$ cat src/hdl/adj_pkg.sv
package adj_pkg;

    localparam int MAX_NODES = 32;
    localparam int NODE_W    = 5;
    localparam int CNT_W     = 6;
    localparam int QDEPTH    = 2;
    localparam int QPTR_W    = 1;

    localparam logic [CNT_W-1:0] NODE_COUNT_RST = CNT_W'(32);
    localparam logic [CNT_W-1:0] NODE_REACH     = CNT_W'(32);

    typedef enum logic [1:0] {
        CMD_ADD  = 2'd0,
        CMD_DEL  = 2'd1,
        CMD_SUCC = 2'd2,
        CMD_PRED = 2'd3
    } t_cmd;

    typedef enum logic [2:0] {
        OP_SET,
        OP_CLR,
        OP_ROW,
        OP_COL,
        OP_EMPTY
    } t_op;

    typedef struct packed {
        t_op               op;
        logic [NODE_W-1:0] row;
        logic [NODE_W-1:0] col;
        logic [CNT_W-1:0]  lim;
    } t_entry;

endpackage

$ cat src/hdl/adj_if.sv
interface adj_cmd_if;
    logic                       valid;
    logic                       ready;
    logic [1:0]                 command;
    logic [adj_pkg::NODE_W-1:0] source_node;
    logic [adj_pkg::NODE_W-1:0] dest_node;

    modport source (output valid, output command, output source_node, output dest_node,
                    input ready);
    modport sink   (input valid, input command, input source_node, input dest_node,
                    output ready);
endinterface

interface adj_res_if;
    logic                       valid;
    logic                       ready;
    logic [adj_pkg::NODE_W-1:0] node_index;
    logic                       found;
    logic                       last;

    modport source (output valid, output node_index, output found, output last,
                    input ready);
    modport sink   (input valid, input node_index, input found, input last,
                    output ready);
endinterface

$ cat src/hdl/adj_front.sv
module adj_front (
    input  logic                      i_clk,
    input  logic                      i_rst_n,
    input  logic                      i_cfg_we,
    input  logic [adj_pkg::CNT_W-1:0] i_cfg_wdata,
    adj_cmd_if.sink                   i_cmd,
    output logic                      o_push,
    output adj_pkg::t_entry           o_entry,
    input  logic                      i_q_ready
);

    logic [adj_pkg::CNT_W-1:0] r_node_count;
    logic [adj_pkg::CNT_W-1:0] act_n;
    logic                      src_ok;
    logic                      dst_ok;
    logic                      keep;
    adj_pkg::t_cmd             cmd;

    always_ff @(posedge i_clk) begin
        if (!i_rst_n) begin
            r_node_count <= adj_pkg::NODE_COUNT_RST;
        end else if (i_cfg_we) begin
            r_node_count <= i_cfg_wdata;
        end
    end

    // active count clipped to the reach of the node fields
    assign act_n  = (r_node_count > adj_pkg::NODE_REACH) ? adj_pkg::NODE_REACH : r_node_count;
    assign src_ok = {1'b0, i_cmd.source_node} < act_n;
    assign dst_ok = {1'b0, i_cmd.dest_node} < act_n;
    assign cmd    = adj_pkg::t_cmd'(i_cmd.command);

    always_comb begin
        keep          = 1'b1;
        o_entry.row   = i_cmd.source_node;
        o_entry.col   = i_cmd.dest_node;
        o_entry.lim   = act_n;
        o_entry.op    = adj_pkg::OP_EMPTY;
        unique case (cmd)
            adj_pkg::CMD_ADD: begin
                o_entry.op = adj_pkg::OP_SET;
                keep       = src_ok && dst_ok;
            end
            adj_pkg::CMD_DEL: begin
                o_entry.op = adj_pkg::OP_CLR;
                keep       = src_ok && dst_ok;
            end
            adj_pkg::CMD_SUCC: begin
                o_entry.op = src_ok ? adj_pkg::OP_ROW : adj_pkg::OP_EMPTY;
            end
            adj_pkg::CMD_PRED: begin
                o_entry.op = dst_ok ? adj_pkg::OP_COL : adj_pkg::OP_EMPTY;
            end
            default: begin
                o_entry.op = adj_pkg::OP_EMPTY;
            end
        endcase
    end

    // out-of-range writes are taken and dropped
    assign i_cmd.ready = i_q_ready;
    assign o_push      = i_cmd.valid && i_q_ready && keep;

endmodule

$ cat src/hdl/adj_fifo.sv
module adj_fifo (
    input  logic            i_clk,
    input  logic            i_rst_n,
    input  logic            i_push,
    input  adj_pkg::t_entry i_entry,
    output logic            o_ready,
    output logic            o_valid,
    output adj_pkg::t_entry o_entry,
    input  logic            i_pop
);

    localparam int CW = $clog2(adj_pkg::QDEPTH + 1);

    adj_pkg::t_entry              r_mem [adj_pkg::QDEPTH];
    logic [adj_pkg::QPTR_W-1:0]   r_wp;
    logic [adj_pkg::QPTR_W-1:0]   r_rp;
    logic [CW-1:0]                r_cnt;
    logic                         do_push;
    logic                         do_pop;

    assign o_ready = r_cnt != CW'(adj_pkg::QDEPTH);
    assign o_valid = r_cnt != '0;
    assign o_entry = r_mem[r_rp];
    assign do_push = i_push && o_ready;
    assign do_pop  = i_pop && o_valid;

    always_ff @(posedge i_clk) begin
        if (do_push) begin
            r_mem[r_wp] <= i_entry;
        end
    end

    always_ff @(posedge i_clk) begin
        if (!i_rst_n) begin
            r_wp  <= '0;
            r_rp  <= '0;
            r_cnt <= '0;
        end else begin
            if (do_push) begin
                r_wp <= r_wp + 1'b1;
            end
            if (do_pop) begin
                r_rp <= r_rp + 1'b1;
            end
            unique case ({do_push, do_pop})
                2'b10:   r_cnt <= r_cnt + 1'b1;
                2'b01:   r_cnt <= r_cnt - 1'b1;
                default: r_cnt <= r_cnt;
            endcase
        end
    end

endmodule

$ cat src/hdl/adj_back.sv
module adj_back (
    input  logic            i_clk,
    input  logic            i_rst_n,
    input  logic            i_q_valid,
    input  adj_pkg::t_entry i_entry,
    output logic            o_pop,
    adj_res_if.source       o_res
);

    localparam int MN = adj_pkg::MAX_NODES;
    localparam int NW = adj_pkg::NODE_W;

    typedef enum logic [2:0] {
        S_IDLE,
        S_WR,
        S_ROW,
        S_COL,
        S_EMIT
    } t_state;

    t_state                    r_state;
    adj_pkg::t_op              r_op;
    logic [NW-1:0]             r_row;
    logic [NW-1:0]             r_col;
    logic [adj_pkg::CNT_W-1:0] r_lim;
    logic [NW-1:0]             r_cnt;
    logic [MN-1:0]             r_scan;
    logic                      r_ov;
    logic [NW-1:0]             r_idx;
    logic                      r_found;
    logic                      r_last;

    // matrix rows, with per-row valid flags so reset clears it at once
    logic [MN-1:0]             mem [MN];
    logic [MN-1:0]             r_row_vld;
    logic [MN-1:0]             r_rd_data;
    logic                      r_rd_vld;

    logic                      rd_en;
    logic [NW-1:0]             rd_addr;
    logic                      wr_en;
    logic [MN-1:0]             wr_data;
    logic [MN-1:0]             rd_eff;
    logic [MN-1:0]             lim_mask;
    logic [MN-1:0]             bit_sel;
    logic [MN-1:0]             scan_clr;
    logic                      slot_free;
    logic                      col_done;
    logic                      emit_last;
    logic                      emit;

    assign rd_eff    = r_rd_vld ? r_rd_data : '0;
    assign lim_mask  = ~({MN{1'b1}} << r_lim);
    assign bit_sel   = MN'(1) << r_col;
    assign scan_clr  = r_scan & ~(MN'(1) << r_cnt);
    assign emit_last = scan_clr == '0;
    assign slot_free = !r_ov || o_res.ready;
    assign col_done  = {1'b0, r_cnt} == (r_lim - 1'b1);
    assign o_pop     = (r_state == S_IDLE) && i_q_valid;
    // a result goes into the output register this cycle
    assign emit      = (r_state == S_EMIT) && slot_free && ((r_scan == '0) || r_scan[r_cnt]);

    always_comb begin
        rd_en   = 1'b0;
        rd_addr = r_cnt + 1'b1;
        wr_en   = 1'b0;
        wr_data = (r_op == adj_pkg::OP_SET) ? (rd_eff | bit_sel) : (rd_eff & ~bit_sel);
        unique case (r_state)
            S_IDLE: begin
                if (i_q_valid) begin
                    rd_en   = i_entry.op != adj_pkg::OP_EMPTY;
                    rd_addr = (i_entry.op == adj_pkg::OP_COL) ? '0 : i_entry.row;
                end
            end
            S_COL: begin
                rd_en = !col_done;
            end
            S_WR: begin
                wr_en = 1'b1;
            end
            default: begin
                rd_en = 1'b0;
            end
        endcase
    end

    always_ff @(posedge i_clk) begin
        if (wr_en) begin
            mem[r_row] <= wr_data;
        end
        if (rd_en) begin
            r_rd_data <= mem[rd_addr];
        end
    end

    always_ff @(posedge i_clk) begin
        if (!i_rst_n) begin
            r_row_vld <= '0;
            r_rd_vld  <= 1'b0;
        end else begin
            if (wr_en) begin
                r_row_vld[r_row] <= 1'b1;
            end
            if (rd_en) begin
                r_rd_vld <= r_row_vld[rd_addr];
            end
        end
    end

    always_ff @(posedge i_clk) begin
        if (!i_rst_n) begin
            r_state <= S_IDLE;
            r_ov    <= 1'b0;
        end else begin
            if (emit) begin
                r_ov <= 1'b1;
            end else if (r_ov && o_res.ready) begin
                r_ov <= 1'b0;
            end
            unique case (r_state)
                S_IDLE: begin
                    if (i_q_valid) begin
                        r_op   <= i_entry.op;
                        r_row  <= i_entry.row;
                        r_col  <= i_entry.col;
                        r_lim  <= i_entry.lim;
                        r_cnt  <= '0;
                        r_scan <= '0;
                        unique case (i_entry.op)
                            adj_pkg::OP_SET,
                            adj_pkg::OP_CLR: r_state <= S_WR;
                            adj_pkg::OP_ROW: r_state <= S_ROW;
                            adj_pkg::OP_COL: r_state <= S_COL;
                            default:         r_state <= S_EMIT;
                        endcase
                    end
                end
                S_WR: begin
                    r_state <= S_IDLE;
                end
                S_ROW: begin
                    r_scan  <= rd_eff & lim_mask;
                    r_state <= S_EMIT;
                end
                S_COL: begin
                    r_scan[r_cnt] <= rd_eff[r_col];
                    if (col_done) begin
                        r_cnt   <= '0;
                        r_state <= S_EMIT;
                    end else begin
                        r_cnt <= r_cnt + 1'b1;
                    end
                end
                S_EMIT: begin
                    // an all-clear scan here can only be an empty list
                    if (r_scan == '0) begin
                        if (slot_free) begin
                            r_idx   <= '0;
                            r_found <= 1'b0;
                            r_last  <= 1'b1;
                            r_state <= S_IDLE;
                        end
                    end else if (r_scan[r_cnt]) begin
                        if (slot_free) begin
                            r_idx   <= r_cnt;
                            r_found <= 1'b1;
                            r_last  <= emit_last;
                            r_scan  <= scan_clr;
                            r_cnt   <= r_cnt + 1'b1;
                            if (emit_last) begin
                                r_state <= S_IDLE;
                            end
                        end
                    end else begin
                        r_cnt <= r_cnt + 1'b1;
                    end
                end
                default: begin
                    r_state <= S_IDLE;
                end
            endcase
        end
    end

    assign o_res.valid      = r_ov;
    assign o_res.node_index = r_idx;
    assign o_res.found      = r_found;
    assign o_res.last       = r_last;

endmodule

$ cat src/hdl/adjacency_matrix_edge_store.sv
// Directed graph store: a MAX_NODES x MAX_NODES edge bit matrix.
// i_cmd carries requests (add edge, remove edge, list successors, list
// predecessors); o_res carries the node indices a listing finds, ascending,
// with last set on the final one, or a single found=0 result for an empty list.
// i_cfg_we/i_cfg_wdata set node_count; write it only while the block is idle.
// A request is taken into a two-entry queue; the back end then does an edge
// write as a row read and a write back, a successor list as one matrix read
// and a bit walk (one bit position per cycle, holding at a hit while the
// output register is full), and a predecessor list as one matrix row read per
// cycle to gather the column, then the same bit walk. The matrix read is
// registered; each result enters the output register when the walk reaches
// it and that register is free. Reset clears all row valid flags, so the
// matrix reads empty at once, and sets node_count to 32.
// When the receiver stalls, the result register holds and the walk pauses; the
// queue fills and then i_cmd.ready drops.
module adjacency_matrix_edge_store (
    input  logic                      i_clk,
    input  logic                      i_rst_n,
    input  logic                      i_cfg_we,
    input  logic [adj_pkg::CNT_W-1:0] i_cfg_wdata,
    adj_cmd_if.sink                   i_cmd,
    adj_res_if.source                 o_res
);

    logic            push;
    logic            q_ready;
    logic            q_valid;
    logic            pop;
    adj_pkg::t_entry push_entry;
    adj_pkg::t_entry pop_entry;

    // front end: node_count register, range checks, command classification
    adj_front u_front (
        .i_clk       (i_clk),
        .i_rst_n     (i_rst_n),
        .i_cfg_we    (i_cfg_we),
        .i_cfg_wdata (i_cfg_wdata),
        .i_cmd       (i_cmd),
        .o_push      (push),
        .o_entry     (push_entry),
        .i_q_ready   (q_ready)
    );

    // decoupling queue between classification and execution
    adj_fifo u_fifo (
        .i_clk   (i_clk),
        .i_rst_n (i_rst_n),
        .i_push  (push),
        .i_entry (push_entry),
        .o_ready (q_ready),
        .o_valid (q_valid),
        .o_entry (pop_entry),
        .i_pop   (pop)
    );

    // back end: matrix memory, read-modify-write and scan sequencer
    adj_back u_back (
        .i_clk     (i_clk),
        .i_rst_n   (i_rst_n),
        .i_q_valid (q_valid),
        .i_entry   (pop_entry),
        .o_pop     (pop),
        .o_res     (o_res)
    );

endmodule

$ cat src/flat_wrapper.sv
// flat-port wrapper written by rule: the top's interface ports become plain ports
module adjacency_matrix_edge_store_flat 
  (i_clk, i_rst_n, i_cfg_we, i_cfg_wdata, i_cmd_valid, i_cmd_command, i_cmd_source_node, i_cmd_dest_node, i_cmd_ready, o_res_valid, o_res_node_index, o_res_found, o_res_last, o_res_ready);
  adj_cmd_if i_cmd_i ();
  adj_res_if o_res_i ();
  input  logic i_clk;
  input  logic i_rst_n;
  input  logic i_cfg_we;
  input  logic [adj_pkg::CNT_W-1:0] i_cfg_wdata;
  input wire logic [$bits(i_cmd_i.valid)-1:0] i_cmd_valid;
  input wire logic [$bits(i_cmd_i.command)-1:0] i_cmd_command;
  input wire logic [$bits(i_cmd_i.source_node)-1:0] i_cmd_source_node;
  input wire logic [$bits(i_cmd_i.dest_node)-1:0] i_cmd_dest_node;
  output wire logic [$bits(i_cmd_i.ready)-1:0] i_cmd_ready;
  output wire logic [$bits(o_res_i.valid)-1:0] o_res_valid;
  output wire logic [$bits(o_res_i.node_index)-1:0] o_res_node_index;
  output wire logic [$bits(o_res_i.found)-1:0] o_res_found;
  output wire logic [$bits(o_res_i.last)-1:0] o_res_last;
  input wire logic [$bits(o_res_i.ready)-1:0] o_res_ready;
  assign i_cmd_i.valid = i_cmd_valid;
  assign i_cmd_i.command = i_cmd_command;
  assign i_cmd_i.source_node = i_cmd_source_node;
  assign i_cmd_i.dest_node = i_cmd_dest_node;
  assign i_cmd_ready = i_cmd_i.ready;
  assign o_res_valid = o_res_i.valid;
  assign o_res_node_index = o_res_i.node_index;
  assign o_res_found = o_res_i.found;
  assign o_res_last = o_res_i.last;
  assign o_res_i.ready = o_res_ready;
  adjacency_matrix_edge_store u_core (.i_clk(i_clk), .i_rst_n(i_rst_n), .i_cfg_we(i_cfg_we), .i_cfg_wdata(i_cfg_wdata), .i_cmd(i_cmd_i), .o_res(o_res_i));
endmodule
$ cat config.mk
export PLATFORM = sky130hd
export DESIGN_NAME = adjacency_matrix_edge_store_flat
export DESIGN_NICKNAME = d
export VERILOG_FILES = /design/src/hdl/adj_pkg.sv /design/src/hdl/adj_if.sv /design/src/hdl/adj_front.sv /design/src/hdl/adj_fifo.sv /design/src/hdl/adj_back.sv /design/src/hdl/adjacency_matrix_edge_store.sv /design/src/flat_wrapper.sv
export SDC_FILE = /design/constraint.sdc
export NUM_CORES = 1
export LEC_CHECK = 0
export ABC_AREA = 1
export BUFFER_PORTS_ARGS = -buffer_cell sky130_fd_sc_hd__buf_2
export CORE_ASPECT_RATIO = 0.9
export CORE_MARGIN = 5
export CORE_UTILIZATION = 42
export CTS_CLUSTER_SIZE = 24
export DETAILED_ROUTE_END_ITERATION = 12
export PLACE_DENSITY = 0.6
export SYNTH_ARGS = -nofsm -noshare
export SYNTH_HDL_FRONTEND = slang
export SYNTH_HIERARCHICAL = 1
export SYNTH_SLANG_ARGS = --single-unit
$ cat constraint.sdc
create_clock -name i_clk -period 4.65 [get_ports i_clk]
set_clock_uncertainty 0.2 [all_clocks]
set_input_delay 0.93 -clock i_clk [delete_from_list [all_inputs] [get_ports i_clk]]
set_output_delay 0.93 -clock i_clk [all_outputs]
set_load 0.005 [all_outputs]
Word-level counts from Yosys, hierarchy flattened
Memory sizes are Yosys's and may differ from the RTL's. A register that Yosys moved wholly into a read port is not among the register bits.
Index checks and enable logic that the tools add are counted.
Word-level totals
  register bits: 110
  RAM bits: 1062
  bits of input ports: 23
  output and inout port bits: 9
  word-level logic and storage cells: 169
  memories kept: 2
Memories
  u_core.u_back.mem: depth 32, bits a word 32, rd ports 1, clocked after memory_dff 1, write ports 1, line adj_back.sv:34  | logic [MN-1:0] mem [MN];
  u_core.u_fifo.r_mem: depth 2, bits a word 19, rd ports 1, clocked after memory_dff 1, write ports 1, line adj_fifo.sv:14  | adj_pkg::t_entry r_mem [adj_pkg::QDEPTH];
Cells by class
  $add $sub $neg: 6
  $lt $le $gt $ge: 9
  equal/unequal tests: 26
  shift operators: 3
  mux-type cells: 64
  bitwise gates (word level): 8
  reductions and logical operators: 34
Operators by type and width (number)
  two-way mux 32 bit: 6
  one-hot mux 32 bit (4 select lines): 1
  bitwise AND 32 bit: 3
  NOT 32 bit: 3
  logical NOT 32 bit: 2
  OR 32 bit: 2
  << shifter 1 x 5 -> 32 bit, first input constant: 2
  two-way mux 5 bit: 12
  bitwise mux 32 bit: 1
  << shifter 32 x 6 -> 32 bit, first input constant: 1
  two-way mux 3 bit: 9
  less-than comparator 5 x 6 -> 1 bit, second input constant: 4
  one-hot mux 3 bit (4 select lines): 2
  two-way mux 1 bit: 23
  binary-select mux 1 bit (select 5 bit): 3
  one-hot mux 5 bit (3 select lines): 1
  != test 2 bit, second input constant: 7
  equality test 3 x 2 -> 1 bit, second input constant: 4
  less-than comparator 5 x 6 -> 1 bit: 2
  AND reduction 6 bit: 2
  logical AND 1 bit: 11
  demux 1 bit (select 5 bit): 2
  >= comparator 5 x 1 -> 1 bit, second input constant: 2
  AND reduction 5 bit: 2
  28 further kinds: 43

Longest topological paths before layout
  depth after elaboration: 9
  gate-level depth with buffers: 18
  mapped depth without buffers: 15

Modules after synthesis
The synthesis kept the hierarchy.
By module, submodules not included
  adj_back: times used 1, cells an instance 4290, area each 49138.4 um^2
  adj_fifo: times used 1, cells an instance 95, area each 1661.6 um^2
  adj_front: times used 1, cells an instance 92, area each 586.8 um^2

Worst setup path before layout
Ideal clock, no wire load.
  path kind: reg-to-reg
  start point: register u_core/u_back/r_lim[2] (netlist name)
  end point: register u_core.u_back.r_rd_vld
  library setup time: 87 ps
  data arrival time: 3068 ps
  slack: 1295 ps
  stages on the path, launching flop included: 11
  buffers on the path: 1
  period minus slack after synthesis: 3355 ps
  cells stage by stage: edfxtp_1 > clkbuf_1 > inv_1 > nand2_1 > nor2_1 > xor2_1 > nand3_1 > nor2_1 > o22ai_1 > o21ai_0 > a21oi_1
On the way
  longest elaborated chain between the ends: 4
RTL lines
  start: declaration: line adj_back.sv:25  | logic [adj_pkg::CNT_W-1:0] r_lim;
  start signal: assignment: line adj_back.sv:126  | r_lim <= i_entry.lim;
  subtractor 6 x 1 -> 6 bit: line adj_back.sv:58  | assign col_done = {1'b0, r_cnt} == (r_lim - 1'b1);
  equality test 5 x 6 -> 1 bit: line adj_back.sv:58
  logical NOT 1 bit: line adj_back.sv:76  | rd_en = !col_done;
  one-hot mux 1 bit (2 select lines): line adj_back.sv:68  | unique case (r_state)
  net u_core.u_back.rd_en: line adj_back.sv:39  | logic rd_en;
  end signal: assignment: line adj_back.sv:105  | r_rd_vld <= r_row_vld[rd_addr];
  end: declaration: line adj_back.sv:37  | logic r_rd_vld;
The timed path passes the listed nets, and every way through them passes these cells.
A chain may end at the register's enable or synchronous reset.

Worst setup path in the final report
  start point: register u_core.u_back.r_cnt[0]
  end point: register u_core.u_back.r_rd_data[26] (read register of u_core.u_back.mem) (data pin)
On the way
  longest elaborated chain between the ends: 3
  elaborated cells on any way between the ends: 6
  classes of those cells: 1 x add/sub; 1 x eq/ne; 3 x mux; 1 x reduce/logical
RTL lines
  start: declaration: line adj_back.sv:26  | logic [NW-1:0] r_cnt;
  start signal: assignment: line adj_back.sv:151  | r_cnt <= r_cnt + 1'b1;
  start signal: assignment: line adj_back.sv:169  | r_cnt <= r_cnt + 1'b1;
  start signal: assignment: line adj_back.sv:175  | r_cnt <= r_cnt + 1'b1;
  adder 5 x 1 -> 5 bit / equality test 5 x 6 -> 1 bit (equally long branches): line adj_back.sv:65, adj_back.sv:58
  two-way mux 5 bit / logical NOT 1 bit (equally long branches): line adj_back.sv:70, adj_back.sv:76
  two-way mux 5 bit / one-hot mux 1 bit (2 select lines) (equally long branches): line adj_back.sv:68
  end: declaration: line adj_back.sv:36  | logic [MN-1:0] r_rd_data;
Several ways; a longest one is shown, not always the timed one.

==> flow_metrics.env <==
export IMPL_status="completed"
export IMPL_grt_pass1_wl_um=218900
export IMPL_swShare=0.4027
export IMPL_yosysWarnings=6
export IMPL_met2_usage=0.3567
export IMPL_worstSetupEndpointType="register"
export IMPL_rsz0062_at_grt="no"
export IMPL_final_setup_worst_slack_ns=0.6174
export IMPL_cts_buffers=116
export IMPL_drt_iter0_drc=3752
export IMPL_postSynthAreaPerCell_sq_um=11.48
export IMPL_power_switching_mw=15.76
export IMPL_p_per_area_mw_per_mm2=675.2
export IMPL_io_pins=32
export IMPL_n_antenna_cell=0
export IMPL_place_hpwl_um=81810
export IMPL_worstHoldStart="i_cmd_dest_node[2]"
export IMPL_htreeDepth=3
export IMPL_wl_um=150000
export IMPL_hp_class="in -> reg"
export IMPL_r2r_start="u_core/u_back/r_cnt[0]"
export IMPL_synthTopCellsByArea="edfxtp_1 (68%), o21ai_0 (5.2%), nand2_1 (4.7%), nand3_1 (3.2%), inv_1 (2.9%)"
export IMPL_min_period_ns=4.033
export IMPL_die_area_sq_mm=0.1295
export IMPL_p_int_mw=23.37
export IMPL_wl_per_cell_um=24.27
export IMPL_rows=121
export IMPL_total_power_mw=39.13
export IMPL_max_cap_violations=0
export IMPL_async_reset_ff_frac=0
export IMPL_postCtsSetupBuffers=0
export IMPL_die_h_um=341.8
export IMPL_ctsResizeCount=0
export IMPL_busiest_layer="met2"
export IMPL_leakage_nw=21.22
export IMPL_syn_inst=4477
export IMPL_area_growth_pct=12.78
export IMPL_crit_slowest_cell="buf_12"
export IMPL_fmax_mhz=248.0
export IMPL_irDropWorstVdd_uv=542.7
export IMPL_overflow=0
export IMPL_drv_slew=0
export IMPL_final_layout_size_suffix_gt1_frac=0.09799
export IMPL_tns_ns=0
export IMPL_clock_power_share=0.238
export IMPL_synth_area_sq_mm=0.05139
export IMPL_setup_viol=0
export IMPL_vias=34800
export IMPL_synth_xor_xnor_area_share=0.001534
export IMPL_path_cells="buf_4, ha_1, ha_1, or2_2, o21ai_4, buf_12, o21ai_0, nand3_1, nand2_1, nand2_1, nand2_1"
export IMPL_worstMarginPinSlew_ns=1.324
export IMPL_synthMuxAreaShare=0.005868
export IMPL_met3_usage=0.05374
export IMPL_final_cell_mix="edfxtp_1 (1157), nand2_1 (636), o21ai_0 (510), inv_1 (393), nand3_1 (325)"
export IMPL_start_util=0.4237
export IMPL_power_frac_comb=0.404
export IMPL_grt_pass1_vias=33000
export IMPL_core_area_sq_mm=0.1213
export IMPL_holdBufCountCts=0
export IMPL_cp_required_ns=4.93
export IMPL_synthAdderAreaFrac=0.004383
export IMPL_maxSlewHeadroom=0.1175
export IMPL_synth_cell_types=48
export IMPL_critPathMaxFanout=132
export IMPL_synth_compound_area_share=0.1258
export IMPL_via_per_inst=5.630
export IMPL_startpoint_type="register"
export IMPL_hold_violations=0
export IMPL_crit_path_frequent_cell="nand2_1"
export IMPL_cts_tree="yes"
export IMPL_port_buffers=31
export IMPL_cp_arrival_ns=4.31
export IMPL_dp_cells=5964
export IMPL_synth_top_family_by_area="compound AO/OA/AOI/OAI gates"
export IMPL_final_common_cell="edfxtp_1"
export IMPL_synth_nets=4518
export IMPL_clk_latency_ns=0.74
export IMPL_grt_util_met1=0.3140
export IMPL_final_nets=4524
export IMPL_critPathLaunch="u_core/u_back/r_cnt[0]"
export IMPL_seq_power_share=0.357
export IMPL_netlist_top_cell_by_area="edfxtp_1"
export IMPL_yosys_area_share_simple=0.1106
export IMPL_clk_pin_slew_worst_paths_ns=0.06
export IMPL_final_util=0.4779
export IMPL_place_ws_ns=0.7185
export IMPL_crit_type="reg -> reg"
export IMPL_clock_path_buffers=3
export IMPL_globalplace_congestion=0.9313
export IMPL_drcViolationCount=0
export IMPL_ant_nets=0
export IMPL_antenna_found_initial=1
export IMPL_cts_root_buf="clkbuf_16"
export IMPL_r2r_slack_ns=0.62
export IMPL_die_w_um=378.7
export IMPL_cts_sinks=1205
export IMPL_fin_cells=6181
export IMPL_synth_edff_count=1157
export IMPL_dr_pass1_iters=7
export IMPL_ys_ff_latch=1205
export IMPL_min_period_over_period=0.8672
export IMPL_grt_max_degree=133
export IMPL_synthFlopType="edfxtp_1"
export IMPL_ys_seq_area_frac=0.6948
export IMPL_worst_path_largest_cell_delay_ns=0.61
export IMPL_gr_usage_all_layers=0.2276
export IMPL_synth_top_area_frac=0.6761
[metrics by stage]
step | instance area [sq um] | hold slack (ns)
finish | 57960 | 0.2018
CTS | 57960 | 0.1565
floorplan | 51390 | 0.2403
global placement | 54220 | 0.2495
detailed placement | 54220 | 0.2599
global route | 57960 | 0.1856
[worst max-delay path: cells and delay by family (launching register included)]
kind | cells | cell delay [ns]
buffers and inverters | 2 | 0.93
adders and majority gates | 2 | 0.82
and+or+nand+nor | 5 | 0.80
DFF | 1 | 0.50
AOI/OAI and AO/OA | 2 | 0.32
[cells in the mapped netlist, types with 7 or more instances]
cell type  number
edfxtp_1     1157
inv_2           7
buf_2         139
o21bai_1       64
buf_1          17
buf_4          24
mux2_4         10
buf_6           9
ha_1           18
nand2_1       637
nand4_1        29
inv_1         395
a22oi_1         7
nand3_1       325
o21ai_0       531
mux2_2          9
clkbuf_1       91
o21ai_1       220
o211ai_1      110
dfxtp_1        48
nor2_1        302
a21oi_1       228
nor4_1          7
nor3_1         28
[path summary, 6_finish.rpt]
check | end | depth (start not counted)
setup / recovery | u_core/u_back/r_rd_data[26] | 11
hold / removal | u_core/u_fifo/r_mem[1][8] | 1
setup reg to reg | u_core/u_back/r_rd_data[26] | 11
hold reg to reg | u_core/u_back/r_row_vld[23] | 2
[state kept, by name (all words and copies together) (netlist names), 2 cells and up, named ones only]
register	flops
u_core/u_back/r_state	3
u_core/u_back/r_lim	6
u_core/u_back/r_col	5
u_core/u_back/r_rd_data	32
u_core/u_fifo/r_cnt	2
u_core/u_back/mem	1024
u_core/u_fifo/r_mem	38
u_core/u_back/o_res.node_index	5
u_core/u_back/r_row_vld	32
u_core/u_back/r_scan	32
u_core/u_back/r_cnt	5
u_core/u_front/r_node_count	6
u_core/u_back/r_op	3
u_core/u_back/r_row	5
[metal layers]
metal / wire length (um) / share of wire
met1: 62970 / 0.42
met4: 5153 / 0.034
met5: 0 / 0
met2: 68490 / 0.46
met3: 13380 / 0.089
[power by group through the flow]
| stage | Sequential (mW) | Combinational, mW | Clock, mW |
|---|---|---|---|
| global route | 14.0 | 17.4 | 9.96 |
| detailed placement | 14.2 | 15.7 | 0 |
| global placement | 14.2 | 15.5 | 0 |
| floorplan | 13.8 | 10.5 | 0 |
| CTS | 13.9 | 15.7 | 9.48 |
| finish | 14.0 | 15.8 | 9.33 |
[cells by family (layout without fill, tap and decap cells)]
family	count (synthesis)	count (layout)
simple gates	1347	1347
flops	1205	1205
compound gates	1186	1186
buf+inv	688	793
mux	24	24
fa+ha+maj	18	18
xor+xnor	9	9
[cell type report]
| type | instances | area (sq um) |
|---|---|---|
| clock buffers | 143 | 3047 |
| clock inverters | 74 | 689.4 |
| fillers | 10690 | 63310 |
| inverters | 407 | 1534 |
| multi-input cells | 2584 | 13250 |
| flip-flops and latches | 1205 | 35710 |
| well taps | 1599 | 2001 |
| repair buffers | 169 | 1729 |
Power figures use the tool's default switching activity.
